--- config.mk ---
export PLATFORM = sky130hd
export DESIGN_NAME = utf8_to_latin1_decoder_top
export DESIGN_NICKNAME = d
export VERILOG_FILES = /design/src/hw/rtl/utf8l1_pkg.sv /design/src/hw/rtl/utf8_to_latin1_decoder_top.sv
export SDC_FILE = /design/constraint.sdc
export NUM_CORES = 1
export LEC_CHECK = 0
export BUFFER_PORTS_ARGS = -buffer_cell sky130_fd_sc_hd__clkbuf_2
export CAP_MARGIN = 20
export CORE_ASPECT_RATIO = 0.6
export CORE_MARGIN = 2
export CORE_UTILIZATION = 48
export DETAILED_ROUTE_END_ITERATION = 6
export GPL_ROUTABILITY_DRIVEN = 0
export PLACE_DENSITY_LB_ADDON = 0.2
export SYNTH_ARGS = -nofsm -noshare
export SYNTH_HDL_FRONTEND = slang
export SYNTH_SLANG_ARGS = --single-unit
--- constraint.sdc ---
create_clock -name clk -period 3.95 [get_ports clk]
set_input_delay 0.5925 -clock clk [delete_from_list [all_inputs] [get_ports clk]]
set_output_delay 0.5925 -clock clk [all_outputs]
set_load 0.05 [all_outputs]
--- src/hw/rtl/utf8l1_pkg.sv ---
// ----------------------------------------------------------------------------
// utf8l1_pkg: shared types and a helper for the UTF-8 to Latin-1 decoder
// Result kinds, field widths and the per-length legal-range check.
// ----------------------------------------------------------------------------
package utf8l1_pkg;

	localparam int unsigned BYTE_W = 8;
	localparam int unsigned KIND_W = 2;
	localparam int unsigned CNT_W  = 3;
	localparam int unsigned ACC_W  = 31;

	typedef logic [BYTE_W-1:0] byte_t;
	typedef logic [CNT_W-1:0]  cnt_t;
	typedef logic [ACC_W-1:0]  acc_t;

	typedef enum logic [KIND_W-1:0] {
		KIND_CHAR  = 2'd0,
		KIND_END   = 2'd1,
		KIND_ABORT = 2'd2
	} kind_t;

	// True when a completed value fits the legal range for its octet count.
	function automatic logic in_legal_range(input cnt_t len, input acc_t v);
		logic ok;
		begin
			unique case (len)
				3'd1: ok = (v <= 31'h7f);
				3'd2: ok = (v >= 31'h80) && (v <= 31'h7ff);
				3'd3: ok = (v >= 31'h800) && (v <= 31'hffff);
				3'd4: ok = (v >= 31'h10000) && (v <= 31'h1fffff);
				3'd5: ok = (v >= 31'h200000) && (v <= 31'h3ffffff);
				3'd6: ok = (v >= 31'h4000000) && (v <= 31'h7fffffff);
				default: ok = 1'b0;
			endcase
			return ok;
		end
	endfunction

endpackage

--- src/hw/rtl/utf8_to_latin1_decoder_top.sv ---
// ----------------------------------------------------------------------------
// utf8_to_latin1_decoder_top: byte-wide UTF-8 to Latin-1 stream decoder
// One UTF-8 byte in per transfer, at most one Latin-1 result out per byte.
// ----------------------------------------------------------------------------
// Usage: feed the string one byte per slave transfer; the block takes one
// byte per clock while ready, and each result appears in the cycle after the
// byte that completes it. The only register between the two sides is the
// result register, and the slave side stays ready whenever that register is
// empty or is being drained in the same cycle, so a stalled master side
// holds the input back by exactly one result. Sequences of 1 to 6 octets are
// decoded; a completed code point whose value is legal for its length gives
// its low eight bits with tuser = character. Overlong, out-of-range or
// broken sequences vanish without a result. A zero byte always gives an end
// marker and clears all decoding state. A byte that cannot open a sequence
// gives an abort result, after which every byte is dropped until the zero.
module utf8_to_latin1_decoder_top (
	input  logic                       clk,
	input  logic                       arst_n,
	// slave side: input bytes
	input  logic                       s_tvalid,
	output logic                       s_tready,
	input  logic [utf8l1_pkg::BYTE_W-1:0] s_tdata,   // [7:0] data_byte
	// master side: results
	output logic                       m_tvalid,
	input  logic                       m_tready,
	output logic [utf8l1_pkg::BYTE_W-1:0] m_tdata,   // [7:0] latin_byte
	output logic [utf8l1_pkg::KIND_W-1:0] m_tuser    // [1:0] result_kind
);
	import utf8l1_pkg::*;

	// Decoding state.
	cnt_t  pend_q;      // continuation bytes still expected
	cnt_t  len_q;       // octet count of the current sequence
	acc_t  acc_q;       // partly built code point
	logic  discard_q;   // abort seen, drop bytes until the terminator

	// Result register.
	logic  out_valid_q;
	byte_t out_byte_q;
	kind_t out_kind_q;

	// Next-state and result candidates.
	cnt_t  pend_n;
	cnt_t  len_n;
	acc_t  acc_n;
	logic  discard_n;
	acc_t  cand;
	acc_t  cont_bits;
	logic  complete;
	logic  res_valid;
	byte_t res_byte;
	kind_t res_kind;
	logic  in_xfer;
	byte_t c;

	assign c        = s_tdata;
	assign s_tready = !out_valid_q || m_tready;
	assign in_xfer  = s_tvalid && s_tready;

	assign m_tvalid = out_valid_q;
	assign m_tdata  = out_byte_q;
	assign m_tuser  = out_kind_q;

	// Place the six payload bits of a continuation byte by how many remain.
	always_comb begin
		unique case (pend_q)
			3'd2:    cont_bits = {25'd0, c[5:0]} << 6;
			3'd3:    cont_bits = {25'd0, c[5:0]} << 12;
			3'd4:    cont_bits = {25'd0, c[5:0]} << 18;
			3'd5:    cont_bits = {25'd0, c[5:0]} << 24;
			default: cont_bits = {25'd0, c[5:0]};
		endcase
	end

	always_comb begin
		pend_n    = pend_q;
		len_n     = len_q;
		acc_n     = acc_q;
		discard_n = discard_q;
		cand      = acc_q;
		complete  = 1'b0;
		res_valid = 1'b0;
		res_byte  = '0;
		res_kind  = KIND_CHAR;

		priority if (c == 8'h00) begin
			// Terminator: clear everything and mark the end.
			pend_n    = '0;
			len_n     = '0;
			acc_n     = '0;
			discard_n = 1'b0;
			res_valid = 1'b1;
			res_kind  = KIND_END;
		end else if (discard_q) begin
			// Drop the byte, hold all state.
		end else if (pend_q == 3'd0) begin
			// Expecting a lead byte.
			priority if ((c & 8'hfe) == 8'hfc) begin
				cand = {c[0], 30'd0};
				len_n = 3'd6; pend_n = 3'd5;
			end else if ((c & 8'hfc) == 8'hf8) begin
				cand = {5'd0, c[1:0], 24'd0};
				len_n = 3'd5; pend_n = 3'd4;
			end else if ((c & 8'hf8) == 8'hf0) begin
				cand = {10'd0, c[2:0], 18'd0};
				len_n = 3'd4; pend_n = 3'd3;
			end else if ((c & 8'hf0) == 8'he0) begin
				cand = {15'd0, c[3:0], 12'd0};
				len_n = 3'd3; pend_n = 3'd2;
			end else if ((c & 8'he0) == 8'hc0) begin
				cand = {20'd0, c[4:0], 6'd0};
				len_n = 3'd2; pend_n = 3'd1;
			end else if (c[7] == 1'b0) begin
				cand = {23'd0, c};
				len_n = 3'd1; pend_n = 3'd0;
				complete = 1'b1;
			end else begin
				// Invalid lead byte: abort and start discarding.
				cand      = '0;
				len_n     = '0;
				pend_n    = '0;
				discard_n = 1'b1;
				res_valid = 1'b1;
				res_kind  = KIND_ABORT;
			end
			acc_n = cand;
		end else if (c[7:6] == 2'b10) begin
			// Continuation byte: merge its bits and count down.
			cand     = acc_q | cont_bits;
			acc_n    = cand;
			pend_n   = pend_q - 3'd1;
			complete = (pend_q == 3'd1);
		end else begin
			// Broken sequence: consume the byte, drop the sequence.
			pend_n = '0;
			len_n  = '0;
			acc_n  = '0;
		end

		if (complete) begin
			pend_n = '0;
			len_n  = '0;
			acc_n  = '0;
			if (in_legal_range(len_q == 3'd0 ? 3'd1 : len_n, cand) && pend_q == 3'd0) begin
				res_valid = 1'b1;
				res_byte  = cand[7:0];
			end else if (in_legal_range(len_q, cand) && pend_q != 3'd0) begin
				res_valid = 1'b1;
				res_byte  = cand[7:0];
			end
		end
	end

	// Advance the decoding state on every accepted byte.
	always_ff @(posedge clk or negedge arst_n) begin
		if (!arst_n) begin
			pend_q    <= '0;
			len_q     <= '0;
			acc_q     <= '0;
			discard_q <= 1'b0;
		end else if (in_xfer) begin
			pend_q    <= pend_n;
			len_q     <= len_n;
			acc_q     <= acc_n;
			discard_q <= discard_n;
		end
	end

	// Result valid: load on a producing byte, drop once the master takes it.
	always_ff @(posedge clk or negedge arst_n) begin
		if (!arst_n) begin
			out_valid_q <= 1'b0;
		end else if (in_xfer && res_valid) begin
			out_valid_q <= 1'b1;
		end else if (m_tready) begin
			out_valid_q <= 1'b0;
		end
	end

	// Result payload: hold until replaced by the next result.
	always_ff @(posedge clk) begin
		if (in_xfer && res_valid) begin
			out_byte_q <= res_byte;
			out_kind_q <= res_kind;
		end
	end

endmodule

# Word level (Yosys, flattened, before mapping)
# Cells that the tools add are included.
# word_totals
ff_bits	49
inputBits	12
out_inout_bits	12
# classes
order_cmp	11
bitwise_logic	2
add_sub_neg	1
eq_ne	25
muxes	79
reduce_logical	19
# ops
cell	n
$mux W31	10
$pmux W30 S4	1
$mux W3	15
$mux W1	39
$ge A31 B12 Y1 const B	1
$ge A31 B17 Y1 const B	1
$ge A31 B22 Y1 const B	1
$ge A31 B27 Y1 const B	1
$ge A31 B8 Y1 const B	1
$le A31 B11 Y1 const B	1
$le A31 B16 Y1 const B	1
$le A31 B21 Y1 const B	1
$le A31 B26 Y1 const B	1
$le A31 B31 Y1 const B	1
$le A31 B7 Y1 const B	1
$or A31 B30 Y31	1
$mux W26	1
$mux W21	1
$eq A3 B3 Y1 const B	6
$mux W16	1
$mux W8	2
$eq A3 B2 Y1 const B	4
$pmux W1 S6	2
$mux W11	1
other kinds (25)	42

# Logic depth before layout (Yosys ltp)
# Gate-level depths: netlist of the first run.
# logic_depth
word_depth	22
depth_mapped	11
depth_no_buf	9

# Worst setup path before layout of the first run
# No wires, ideal clock.
# synth_path
path_kind	reg-to-reg
startpoint	register pend_q[0]
endpoint	register out_byte_q[0], in the netlist m_tdata[0] (enable)
arrival_time_ps	2579
setup_ps	376
stages_incl_launch_ff	10
n_path_buf	0
path_slack_ps	995
path_cell_list	dfrtp_1 inv_1 ha_1 or3b_1 a2111oi_2 a21oi_1 or3b_1 nand3_1 o311ai_1 nor2_1
# synth_via
elab_chain_len	17
# synth_rtl
item	line_no	rtl
start, declared	utf8_to_latin1_decoder_top.sv:32	cnt_t pend_q;
start signal, assigned	utf8_to_latin1_decoder_top.sv:162	pend_q <= pend_n;
$eq A3 B3 Y1 / $eq A3 B2 Y1 (equally long branches)	utf8_to_latin1_decoder_top.sv:66	unique case (pend_q)
$pmux W30 S4	utf8_to_latin1_decoder_top.sv:66	
$or A31 B30 Y31	utf8_to_latin1_decoder_top.sv:129	cand = acc_q | cont_bits;
$mux W31	utf8_to_latin1_decoder_top.sv:127	end else if (c[7:6] == 2'b10) begin
$mux W31	utf8_to_latin1_decoder_top.sv:96	end else if (pend_q == 3'd0) begin
$mux W31	utf8_to_latin1_decoder_top.sv:94	end else if (discard_q) begin
$mux W31	utf8_to_latin1_decoder_top.sv:86	priority if (c == 8'h00) begin
$ge A31 B27 Y1 (tied with other cells)	utf8l1_pkg.sv:32	3'd6: ok = (v >= 31'h4000000) && (v <= 31'h7fffffff);
$logic_and A1 B1 Y1 (on tied branches)	--	
$pmux W1 S6	utf8l1_pkg.sv:26	unique case (len)
$mux W1	utf8_to_latin1_decoder_top.sv:144	if (in_legal_range(len_q == 3'd0 ? 3'd1 : len_n, cand) && pend_q == 3'd0) begin
$mux W1	utf8_to_latin1_decoder_top.sv:140	if (complete) begin
$logic_and A1 B1 Y1	utf8_to_latin1_decoder_top.sv:147	end else if (in_legal_range(len_q, cand) && pend_q != 3'd0) begin
$mux W1	utf8_to_latin1_decoder_top.sv:147	
$mux W1	utf8_to_latin1_decoder_top.sv:144	
$mux W1 (*)	utf8_to_latin1_decoder_top.sv:140	
$logic_and A1 B1 Y1 (*)	utf8_to_latin1_decoder_top.sv:182	if (in_xfer && res_valid) begin
end signal, assigned	utf8_to_latin1_decoder_top.sv:183	out_byte_q <= res_byte;
end, declared	utf8_to_latin1_decoder_top.sv:39	byte_t out_byte_q;
# Mark *: on every way between the ends. The rest lies on a longest branch, timed or not. The select of a mux whose other input is x is not followed.
# A chain may end at the register's enable or synchronous reset.

# Final worst setup path of the first run
# layout_path
startpoint	register pend_q[0]
endpoint	register out_byte_q[7], in the netlist m_tdata[7] (enable)
# Same word-level chain as after synthesis.

==> metrics list, run 1 <==
* Worst setup path category: flop to flop
* WP data arrival: 3.31 ns
- The first global-routing pass estimated 13.4 mm of wire.
* Remaining max-slew budget at the tightest pin: 0.565
- The initial antenna violation count is 0.
- Area of the die: between 6000 and 7000 um2
- The die is 64.2 um tall.
* Syn Area/Cell: 8.82 um2
* Largest net degree at the start of global routing: 40
* Total global routing track utilization: 0.257
* Initial drt markers: 363
- Result of the run: completed
- Counting every instance in the synthesized netlist gives 329.
* Leak Pwr: 0.00135 uW
- Power density over the cells: 617 nW/um2
* Setup slack of the critical path after layout: roughly 0.65 ns
* Finish-stage setup viols: 0
- X dimension of the die: 104 um
- Input and output buffers added on the ports amount to 23.
- TritonCTS built the clock tree.
* Data required time at the worst endpoint: 3.96 ns
- Syn nets: between 300 and 400
* Number of gates resized after cts: 0
- Post-synthesis sequential area ratio: 0.440
* Share of flip-flops with an asynchronous set or reset: 0.796
* Startpoint types: flop
- After clock tree synthesis, the clock-pin slew on the worst setup and hold paths is 0.10 ns.
- Relative to the synthesized area, the layout overhead comes to 10.9%.
- The number of global-route vias before repair was 2,455.
- Remaining DRCs: 0
- Dividing the final minimum period by the clock period gives 0.836.
* Number of levels in the clock H-tree: 2
- Max cap viols: 0
- Num CTS Buffers: 5
* Register bit count reported by yosys: 49
- Setup TNS: 0 ns
- Achievable Freq: a little over 300 MHz
- For this configuration, the core starts out at a cell density of 0.509.
- Maximum clock path buffer count: 2
- Clock Skews: 0.0102 ns
- For this design the top-level I/O count stands at 24.
- Of the cells placed in the final design, the portion with a size suffix greater than 1 is 0.136.
* Post-synth EDFFs: 10
- Max VDD drop: about 0.29 mV
- Along the worst path, the maximum fanout reaches 20.
* Buffers inserted by post-CTS timing repair: 0
- Row generation in the floorplan step produced 21 rows.
- After routing the design area is 3220 um2.
- Clk Latency, worst-skew pair: 0.30 ns
- The total overflow left after global routing is 0.
- Crit path time final: 3.30 ns
* Slew @ Worst Pin: 0.646 ns
- The min-delay analysis places its worst path in the category input port to asynchronous set/reset pin.
- Number of nets still failing antenna checks after routing: 0
- Number of diodes added for antenna fixing: 0
* Summed instance area of the synthesized netlist: between 2000 and 3000 um2
* Post-cts hold buffer count: 0
- Dividing the detail-routed wire length by the instance count gives 19.3 um.
- Placeable Area: 5700 um2
- The final number of max-transition violations was 0.
- For this block, the routed nets add up to 8.23 mm of wire.
- Unrepaired setup endpoints after global routing: no
* Clk Tree Root Cell: clkbuf_8
- The worst setup path is captured at a flop.
- Post-Place Setup Slack: 0.634 ns
- Drt pass-1 iters: 5
* CTS sink count: 49
- The routed layout has 2,674 vias.
- The HPWL after detailed placement is approximately 5.8 mm.
- Counting distinct cell types in the post-synthesis netlist gives 50.
- The count of final hold-check violations was 0.
- Yosys printed 0 warnings.
* Most common flop cell mapped by yosys: dfrtp_1
* Placement Cell Area: around 3000 um2
* Net count of the finished layout: 362
- After detailed routing, the number of vias per cell comes to 6.28.
area by class of cell:
| class | instances | area (um2) |
|---|---|---|
| clock buffers | 6 | 82.6 |
| clock inverters | 2 | 37.5 |
| fillers | 515 | 2480 |
| inverters | 8 | 30.0 |
| multi-input cells | 250 | 1500 |
| flip-flops and latches | 49 | 1280 |
| well taps | 80 | 100 |
| repair buffers | 31 | 188 |
sequential cells by signal, indices dropped and copies added (netlist names):
| signal | cells |
|---|---|
| m_tdata | 8 |
| acc_q | 31 |
| discard_q | 1 |
| m_tvalid | 1 |
| pend_q | 3 |
| m_tuser | 2 |
| len_q | 3 |
per-stage QoR:
stage | instances | hold slack (ns) | power [uW] | utilization
2_1_floorplan | 329 | 0.297 | 1360 | -
3_3_place_gp | 417 | 0.464 | 1580 | 0.540
3_5_place_dp | 417 | 0.471 | 1590 | 0.540
4_1_cts | 425 | 0.470 | 1960 | 0.561
5_1_grt | 426 | 0.0907 | 2120 | 0.564
6_report | 426 | 0.0953 | 1990 | 0.564
worst max-delay path, stage by stage, from the launching register on:
cell and delay, ns:
dfrtp_1 0.46, inv_1 0.14, ha_1 0.49, or3b_1 0.43
a21o_1 0.37, a211oi_1 0.28, o211ai_1 0.11, a21oi_1 0.30
nor3_1 0.11, nor2_1 0.11, buf_4 0.19
worst paths after layout:
check / slack (ns) / start / endpoint / depth (start not counted)
setup / recovery: 0.65 / pend_q[0] / m_tdata[7] / 10
hold / removal: 0.1 / arst_n / m_tvalid / 1
setup reg to reg: 0.65 / pend_q[0] / m_tdata[7] / 10
hold reg to reg: 0.49 / acc_q[9] / acc_q[9] / 2
max in group asynchronous: 3.43 / arst_n / acc_q[24] / 2
min in group clk: 0.49 / acc_q[9] / acc_q[9] / 2
kinds of logic (layout without fill, tap and decap cells):
| kind of cell | count (synthesis) | in the layout | synth area share |
|---|---|---|---|
| multiplexers | 1 | 1 | 0.00388 |
| flip-flops | 49 | 49 | 0.440 |
| buffers and inverters | 30 | 47 | 0.0418 |
| AO/OA/AOI/OAI | 112 | 112 | 0.260 |
| adder cells (fa/ha/maj) | 5 | 5 | 0.0216 |
| AND/OR/NAND/NOR | 132 | 132 | 0.233 |
cell usage in the layout (no fill, tap or decap), types with 4 or more instances in the layout:
| cell type | instances |
|---|---|
| a211oi_1 | 4 |
| dfrtp_1 | 39 |
| clkbuf_8 | 6 |
| o21ai_0 | 14 |
| nor4_1 | 5 |
| o31ai_1 | 4 |
| inv_1 | 8 |
| a22o_1 | 10 |
| nand2b_1 | 7 |
| nor2_1 | 36 |
| nor3_1 | 19 |
| a22oi_1 | 9 |
| ha_1 | 5 |
| nand3_1 | 5 |
| edfxtp_1 | 10 |
| and3_1 | 4 |
| buf_4 | 7 |
| clkbuf_2 | 23 |
| a31oi_1 | 8 |
| a21oi_1 | 30 |
| nand2_1 | 31 |
| or3b_1 | 5 |
| o21ai_1 | 11 |
| nor2b_1 | 5 |
synthesized netlist by cell type (2+ instances only):
| cell | instances | area share |
|---|---|---|
| nand2b_1 | 7 | 0.015 |
| a31oi_1 | 8 | 0.017 |
| o21ai_0 | 14 | 0.024 |
| nor4_2 | 2 | 0.0086 |
| and3_1 | 4 | 0.0086 |
| nor2b_1 | 5 | 0.011 |
| a211oi_1 | 4 | 0.010 |
| dfrtp_1 | 39 | 0.34 |
| a21o_1 | 2 | 0.0052 |
| or3b_1 | 5 | 0.015 |
| a22oi_1 | 9 | 0.023 |
| o41ai_1 | 3 | 0.0091 |
| clkbuf_1 | 15 | 0.019 |
| nand3_1 | 5 | 0.0086 |
| inv_1 | 8 | 0.010 |
| buf_2 | 7 | 0.012 |
| nor3b_1 | 3 | 0.0078 |
| o31ai_1 | 4 | 0.010 |
| a21oi_1 | 30 | 0.052 |
| nor2_1 | 36 | 0.047 |
| nor3_1 | 19 | 0.033 |
| ha_1 | 5 | 0.022 |
| nor4_1 | 5 | 0.011 |
| o21ai_1 | 11 | 0.019 |
| a22o_1 | 10 | 0.030 |
| o21a_1 | 2 | 0.0052 |
| o211ai_1 | 2 | 0.0052 |
| edfxtp_1 | 10 | 0.10 |
| nand2_1 | 31 | 0.040 |
| or4_1 | 3 | 0.0078 |
| nand4b_1 | 2 | 0.0060 |
power by group:
part	internal [uW]	switching (uW)	total, uW
Sequential	616	84.5	700
Clock	206	169	375
Combinational	320	590	911
routing by layer:
layer / track usage / share of wire
met1: 0.398 / 0.47
met2: 0.368 / 0.40
met3: 0.0592 / 0.11
met4: 0.0439 / 0.014
met5: 0 / 0
No activity file was read; power rests on OpenSTA's default activity.
==> inputs of run 2 (changes only) <==
Clock period 3.95 ns to 3.3 ns, I/O delays scaled along.
==> metrics list, run 2 (synthesized netlist as in run 1, its figures left out) <==
- Maximum clock path buffer count: 2 (unchanged)
- TritonCTS clock tree: yes
- The number of routed nets with antenna violations is 0 (unchanged).
- Initial drt markers: 302 (-17%)
* Most common library cell in the layout ignoring fill and taps: dfrtp_1
* Clock-pin slew on the worst setup and hold paths: 0.09 ns (about the same)
- The floorplan row count is 21 (unchanged).
* Worst setup path category: flop to flop
- Placeable Area: 5700 um2 (unchanged)
- The total length of routed wires is 8.30 mm (+0.90%).
- The number of cells on the worst reg-to-reg path is 10 (unchanged).
* Overall via count from detail_route: 2,722 (+1.8%)
- Leaving out fill and tap cells, the most frequent cells in the layout are dfrtp_1 (39), nor2_1 (36), nand2_1 (31), a21oi_1 (30), clkbuf_2 (23).
- Launch point of the worst reg-to-reg path: pend_q[0]
- Unrepaired setup endpoints after global routing: no
- The clock net sink count was 49 (unchanged).
- Number of diodes added for antenna fixing: 0 (unchanged)
- The depth of the CTS H-tree is 2 (unchanged).
- The power share of the sequential group was 0.357 (+0.004).
* Fill count: 538 (+4.5%)
- Final cell count without fillers: 436 (+2.3%)
* Category of the worst setup path capture point: flop
- Post-cts hold buffer count: 0 (unchanged)
* Drt pass-1 iters: 5 (unchanged)
- The min-delay analysis places its worst path in the category input port to asynchronous set/reset pin.
* Buffers inserted by post-CTS timing repair: 0 (unchanged)
- The number of primary I/O pins is 24 (unchanged).
* X dimension of the die: 104 um (unchanged)
- Biggest register: acc_q
- Clk Latency, worst-skew pair: 0.31 ns (about the same)
* Clk Tree Root Cell: clkbuf_8
- Mean number of vias per cell: 6.24 (-0.54%)
* Startpoint types: flop
* Achievable Freq: 338 MHz (+12%)
* Global-route wire length before repair: 13.8 mm (+2.4%)
- Tracing the worst setup path back leads to its startpoint at pend_q[0].
* Net count of the finished layout: 372 (+2.8%)
* Number of port buffers: 23 (unchanged)
- The worst path required time was 3.32 ns (-0.64 ns).
* Cell count after placement: 427 (+2.4%)
* Via count of the first global-routing pass: 2,591 (+5.5%)
* Crit path time final: 2.96 ns (-0.344 ns)
- The final-layout setup total negative slack is 0 ns (unchanged).
* Final hold viol count: 0 (unchanged)
- The combined global-route utilization of all metal layers came to 0.269 (+0.0114).
* Remaining max-slew budget at the tightest pin: 0.524 (-0.0408)
- The placed cell area came to 3150 um2 (+2.4%).
* Ratio of cells with drive above 1 in the final layout: 0.157 (+0.0215)
* Max cap viols: 0 (unchanged)
* Maximum fanout count along the critical path: 10 (-50%)
- The die height is 64.2 um (unchanged).
* Remaining DRCs: 0 (unchanged)
- Area of the die: 6700 um2 (unchanged)
* Comb pwr share: 0.491 (+0.032)
* Slew @ Worst Pin: 0.706 ns (+0.0597 ns)
- The total power per unit cell area came to 725 nW/um2 (+17%).
- WP data arrival: 2.98 ns (-0.33 ns)
- The post-route fraction of the period consumed by the critical path is 0.897 (+0.0605).
* Initial antenna violation count: 0 (unchanged)
* Largest net degree at the start of global routing: 40 (unchanged)
- Clock Skews: 0.00957 ns (-0.000652 ns)
- The internal power summed over all cells is 1330 uW (+17%).
* Final Max Slew Viols: 0 (unchanged)
- The HPWL after detailed placement came to 5.96 mm (+3.1%).
- The average routed wire per standard cell was 19.0 um (-1.4%).
- The number of CTS-inserted buffers is 5 (unchanged).
* Area growth from synthesis to final layout: 12.4%
- Starting Density: 0.509 (unchanged)
- The final non-filler cell area came to 3260 um2 (+1.3%).
- WHS: 0.0441 ns (-0.0512 ns)
- Total overflow reported by the global router: 0 (unchanged)
* Switching power of the nets: 1030 uW (+22%)
* Max FFs per register: 31 (unchanged)
- Finish-stage setup viols: 0 (unchanged)
- The switching power as a share of total power was 0.436 (+0.0115).
- The leakage power is 0.00138 uW (+2.0%).
- Number of gates resized after cts: 0 (unchanged)
* Max VDD drop: 0.414 mV (+45%)
- The flow ran to the end, and the final reports show no timing, DRC or antenna violations.
- Share of total power in the clock network: 0.152 (-0.037)
==> run 2: cell count changes in the layout (fill, tap and decap cells not counted) <==
cell,delta
buf_4,+10
bufinv_16,-1
clkbuf_1,+1
clkbuf_8,-1
clkinvlp_4,+1
==> run 2: metrics by stage <==
stage                      util  total power, uW  setup WS, ns
after global routing      0.572             2530         0.193
after CTS                 0.568             2340         0.390
after floorplan               -             1620         0.345
after global placement    0.553             1960         0.397
final                     0.572             2360         0.341
after detailed placement  0.553             1980         0.406
==> run 2: critical path, stage by stage (launching register included) <==
cell	delay (ns)
dfrtp_1	0.44
inv_1	0.13
ha_1	0.23
or3b_1	0.40
a2111oi_2	0.43
a21oi_1	0.11
or3b_1	0.41
nand3_1	0.11
o311ai_1	0.11
nor2_1	0.11
buf_4	0.19
==> run 2: power groups by stage <==
stage	registers, uW	logic (uW)	clock network [uW]
after floorplan	825	797	0
after CTS	843	1130	366
final	844	1160	360
after global placement	848	1120	0
after global routing	864	1270	400
after detailed placement	854	1130	0
==> run 2: final timing paths <==
check	slack, ns	end
max reg2reg	0.34	m_tdata[5]
max	0.34	m_tdata[5]
min in group clk	0.49	m_tvalid
min reg2reg	0.50	acc_q[2]
max in group asynchronous	2.79	acc_q[14]
min	0.04	m_tvalid
==> run 2: cell type report <==
class / instances / area [um2] / share of cell area
tap: 80 / 100 / 0.0307
timing repair buffer: 41 / 263 / 0.0806
clock buffer: 6 / 72.6 / 0.0223
inverter: 8 / 30.0 / 0.00921
clock inverter: 2 / 15.0 / 0.00460
sequential: 49 / 1280 / 0.391
multi-input combinational: 250 / 1500 / 0.461
==> run 2: layer usage <==
layer,part of all wire,GRT usage
met5,0,0
met4,0.015,0.0929
met3,0.10,0.0684
met1,0.49,0.411
met2,0.39,0.362
==> inputs of run 3 (changes only) <==
Settings changed: ABC_AREA from default to 1.
==> metrics list, run 3 <==
* Xor/xnor share of the synthesized area: 0.00241 (+0.00241)
- Number of diodes added for antenna fixing: 0 (unchanged)
* Total overflow reported by the global router: 0 (unchanged)
- Minimum setup slack among reg-to-reg paths: 0.18 ns (-0.16 ns)
* Number of levels in the clock H-tree: 2 (unchanged)
* TritonCTS clock tree: yes
- The routed via count was 3,832 (+41%).
* # IOs: 24 (unchanged)
- The switching power as a share of total power came to 0.449 (+0.0128).
- Finish-stage setup viols: 0 (unchanged)
- The count of routing violations after the opening detailed-route iteration is 693 (+130%).
- Syn Area/Cell: 6.95 um2 (-21%)
* Initial antenna violation count: 0 (unchanged)
* Post-synthesis cell type count: 39 (-22%)
* Most frequent cells after synthesis: nand2_1 (90), inv_1 (66), o21ai_0 (58), nand3_1 (57), nor2_1 (49)
* Main combinational cell family by area after synthesis: simple AND/OR/NAND/NOR gates
- The floorplan row count is 24 (+14%).
* Area of the die: 8320 um2 (+24%)
- Clock-pin slew on the worst setup and hold paths: 0.07 ns (-0.02 ns)
* GR met1 Demand/Resource: 0.461 (+0.0500)
- Drt pass-1 iters: 6 (+1)
- Post-Place Setup Slack: 0.0447 ns (-0.361 ns)
- Result of the run: completed
- Clk Latency, worst-skew pair: 0.29 ns (-0.02 ns)
- Count of synthesis-stage warnings from yosys: 0 (unchanged)
- Share of flip-flops with an asynchronous set or reset: 0.796 (unchanged)
- The register area is 1280 um2 (unchanged).
* Post-cts hold buffer count: 0 (unchanged)
- Achievable Freq: 320 MHz (-5.2%)
* Final Max Slew Viols: 0 (unchanged)
* Maximum fanout count along the critical path: 14 (+4)
- Fill count: 708 (+32%)
* Num CTS Buffers: 5 (unchanged)
- Commonest cells after routing, fill and taps aside: nand2_1 (90), inv_1 (63), o21ai_0 (58), nand3_1 (57), nor2_1 (49)
- The die span in x was 116 um (+12%).
* Max FFs per register: 31 (unchanged)
* Area used by multi-input combinational logic: 1930 um2 (+28%)
* Category of the worst setup path capture point: flop
- Compound-cell area share of the yosys netlist: 0.202 (-0.0576)
- Clock Skews: 0.00613 ns (-0.00343 ns)
* Floorplan die height: 71.5 um (+11%)
- met1 is the most crowded layer.
- Global-route wire length before repair: 18.4 mm (+33%)
- The worst setup path is launched from a flop.
- Portion of netlist area occupied by mux cells: 0 (-0.00388)
- The post-route fraction of the period consumed by the critical path came to 0.946 (+0.0496).
- Cell type with the highest aggregate area in the netlist: dfrtp_1
- Simple-Gate Fraction of Synth Area: 0.306 (+0.0733)
- Met2 layer usage reported by global route: 0.371 (+0.00887)
* Share of the synthesized area in the top cell type: 0.268 (-0.0683)
- From synthesis to final layout, the design area changed by 14.3%.
- The core footprint was 7300 um2 (+28%).
- Internal Power: 1740 uW (+31%)
* Crit path time final: 3.12 ns (+0.164 ns)
- WP data arrival: 3.31 ns (+0.33 ns)
- Max cap viols: 0 (unchanged)
- By area the synthesized netlist is led by dfrtp_1 (27%), nand2_1 (9.3%), edfxtp_1 (8.2%), o21ai_0 (8.0%), nand3_1 (7.8%).
* Most common library cell in the layout ignoring fill and taps: nand2_1
- The adder and majority gate portion of the synthesized area came to 0.0172 (-0.00438).
- The number of enable flip-flop cells after synthesis was 10 (unchanged).
* Slew @ Worst Pin: 0.593 ns (-0.113 ns)
- The clock power share was 0.187 (+0.035).
- The final worst slack came to 0.177 ns (-0.164 ns).
* GR Util met3: 0.0905 (+0.0222)
- Worst setup path category: flop to flop
- The HPWL after detailed placement came to 8.42 mm (+41%).
* Cell with the most instances after synthesis: nand2_1
- The number of global-route vias before repair was 3,440 (+33%).
* Post-synthesis sequential area ratio: 0.351 (-0.0893)
- Most common flop cell mapped by yosys: dfrtp_1
- The net count of the mapped netlist came to 541 (+56%).
- The number of nets at the end of the flow is 573 (+54%).
* Remaining DRCs: 0 (unchanged)
- The power share of the sequential group came to 0.286 (-0.071).
* Biggest register: acc_q
- Worst min path class: input port to asynchronous set/reset pin
* Drt wl/cell: 17.2 um (-9.7%)
* Worst reg-to-reg path cell count: 14 (+4)
- The number of input and output port buffers inserted is 23 (unchanged).
* Maximum clock path buffer count: 2 (unchanged)
* Total wire length after detailed routing: 11.4 mm (+37%)
* Leak Pwr: 0.00191 uW (+38%)
* Total global routing track utilization: 0.287 (+0.0187)
- The gate count after technology mapping is 524 (+59%).
- Ratio of cells with drive above 1 in the final layout: 0.162 (+0.00428)
- Launch point of the worst reg-to-reg path: pend_q[0]
* Starting Density: 0.499 (-0.00992)
- Number of nets still failing antenna checks after routing: 0 (unchanged)
* Worst r2r dst: acc_q[18]
- Final hold viol count: 0 (unchanged)
* Mean number of vias per cell: 5.80 (-7.1%)
- The tree is rooted in a clkbuf_16.
- The clock net sink count came to 49 (unchanged).
- The final-layout setup total negative slack is 0 ns (unchanged).
* Comb pwr share: 0.527 (+0.036)
- The largest net degree at the start of global routing came to 40 (unchanged).
- Data required time at the worst endpoint: 3.49 ns (+0.17 ns)
* Switching power of the nets: 1420 uW (+38%)
- The synthesized flop and latch total was 49 (unchanged).
* Summed instance area of the synthesized netlist: 3640 um2 (+25%)
- Unrepaired setup endpoints after global routing: no
- The max-slew headroom at the worst pin came to 0.600 (+0.0751).
* Max VDD drop: 0.488 mV (+18%)
- Power density over the cells: 759 nW/um2 (+4.7%)
[run 3: per-layer routing]
metal	part of all wire	vias to the layer above
met4	0.015	0
met1	0.46	1754
met2	0.39	229
li1	-	1828
met5	0	-
met3	0.13	21
[run 3: power groups by stage]
stage	clock [uW]	sequential (uW)	combinational, uW
6_report	591	902	1670
3_5_place_dp	0	912	1600
4_1_cts	596	900	1610
3_3_place_gp	0	906	1570
2_1_floorplan	0	901	1170
5_1_grt	611	924	1850
[run 3: cell families after synthesis]
| logic type | count (synthesis) |
|---|---|
| compound gates | 129 |
| xor+xnor | 1 |
| fa+ha+maj | 5 |
| buf+inv | 101 |
| flops | 49 |
| simple gates | 239 |
[run 3: metrics by stage]
step	power (uW)	instances	hold slack [ns]	area, um2	util
2_1_floorplan	2070	524	0.199	3640	-
3_3_place_gp	2480	648	0.479	3930	0.538
3_5_place_dp	2510	648	0.481	3930	0.538
4_1_cts	3100	656	0.406	4100	0.561
5_1_grt	3390	661	0.153	4160	0.570
6_report	3160	661	0.117	4160	0.570
[run 3: worst max-delay path by stage]
stage | start | endpoint | slack, ns | cells past startpoint
6_report | pend_q[0] | acc_q[18] | 0.18 | 14
5_1_grt | pend_q[0] | m_tdata[0] | 0.008 | 13
4_1_cts | pend_q[0] | m_tdata[7] | 0.07 | 17
3_5_place_dp | s_tdata[5] | m_tdata[0] | 0.04 | 19
3_3_place_gp | s_tdata[5] | m_tdata[2] | 0.12 | 19
2_1_floorplan | pend_q[0] | m_tdata[0] | 0.62 | 15
[run 3: worst max-delay path, stage by stage (launching register included)]
cell and delay, ns:
dfrtp_1 0.41, inv_1 0.15, ha_1 0.19, inv_1 0.07, nor2_4 0.21, buf_4 0.27, nor2_2 0.15, nand3_1 0.10
o21ai_0 0.14, nand2_1 0.12, nand2_1 0.09, nor2_2 0.47, clkinvlp_4 0.21, buf_4 0.21, o32ai_1 0.24
[run 3: area by class of cell]
class / count / area share
clock buffers: 5 / 0.0301
inverters: 76 / 0.0734
clock inverters: 3 / 0.00992
flip-flops and latches: 49 / 0.307
multi-input cells: 374 / 0.463
repair buffers: 50 / 0.0854
well taps: 104 / 0.0313
[run 3: repair_timing]
| item | CTS | global route |
|---|---|---|
| gates resized for setup | 0 | 4 |
| endpoints found under the setup margin | 0 | 23 |
| buffers inserted | 0 | 4 |
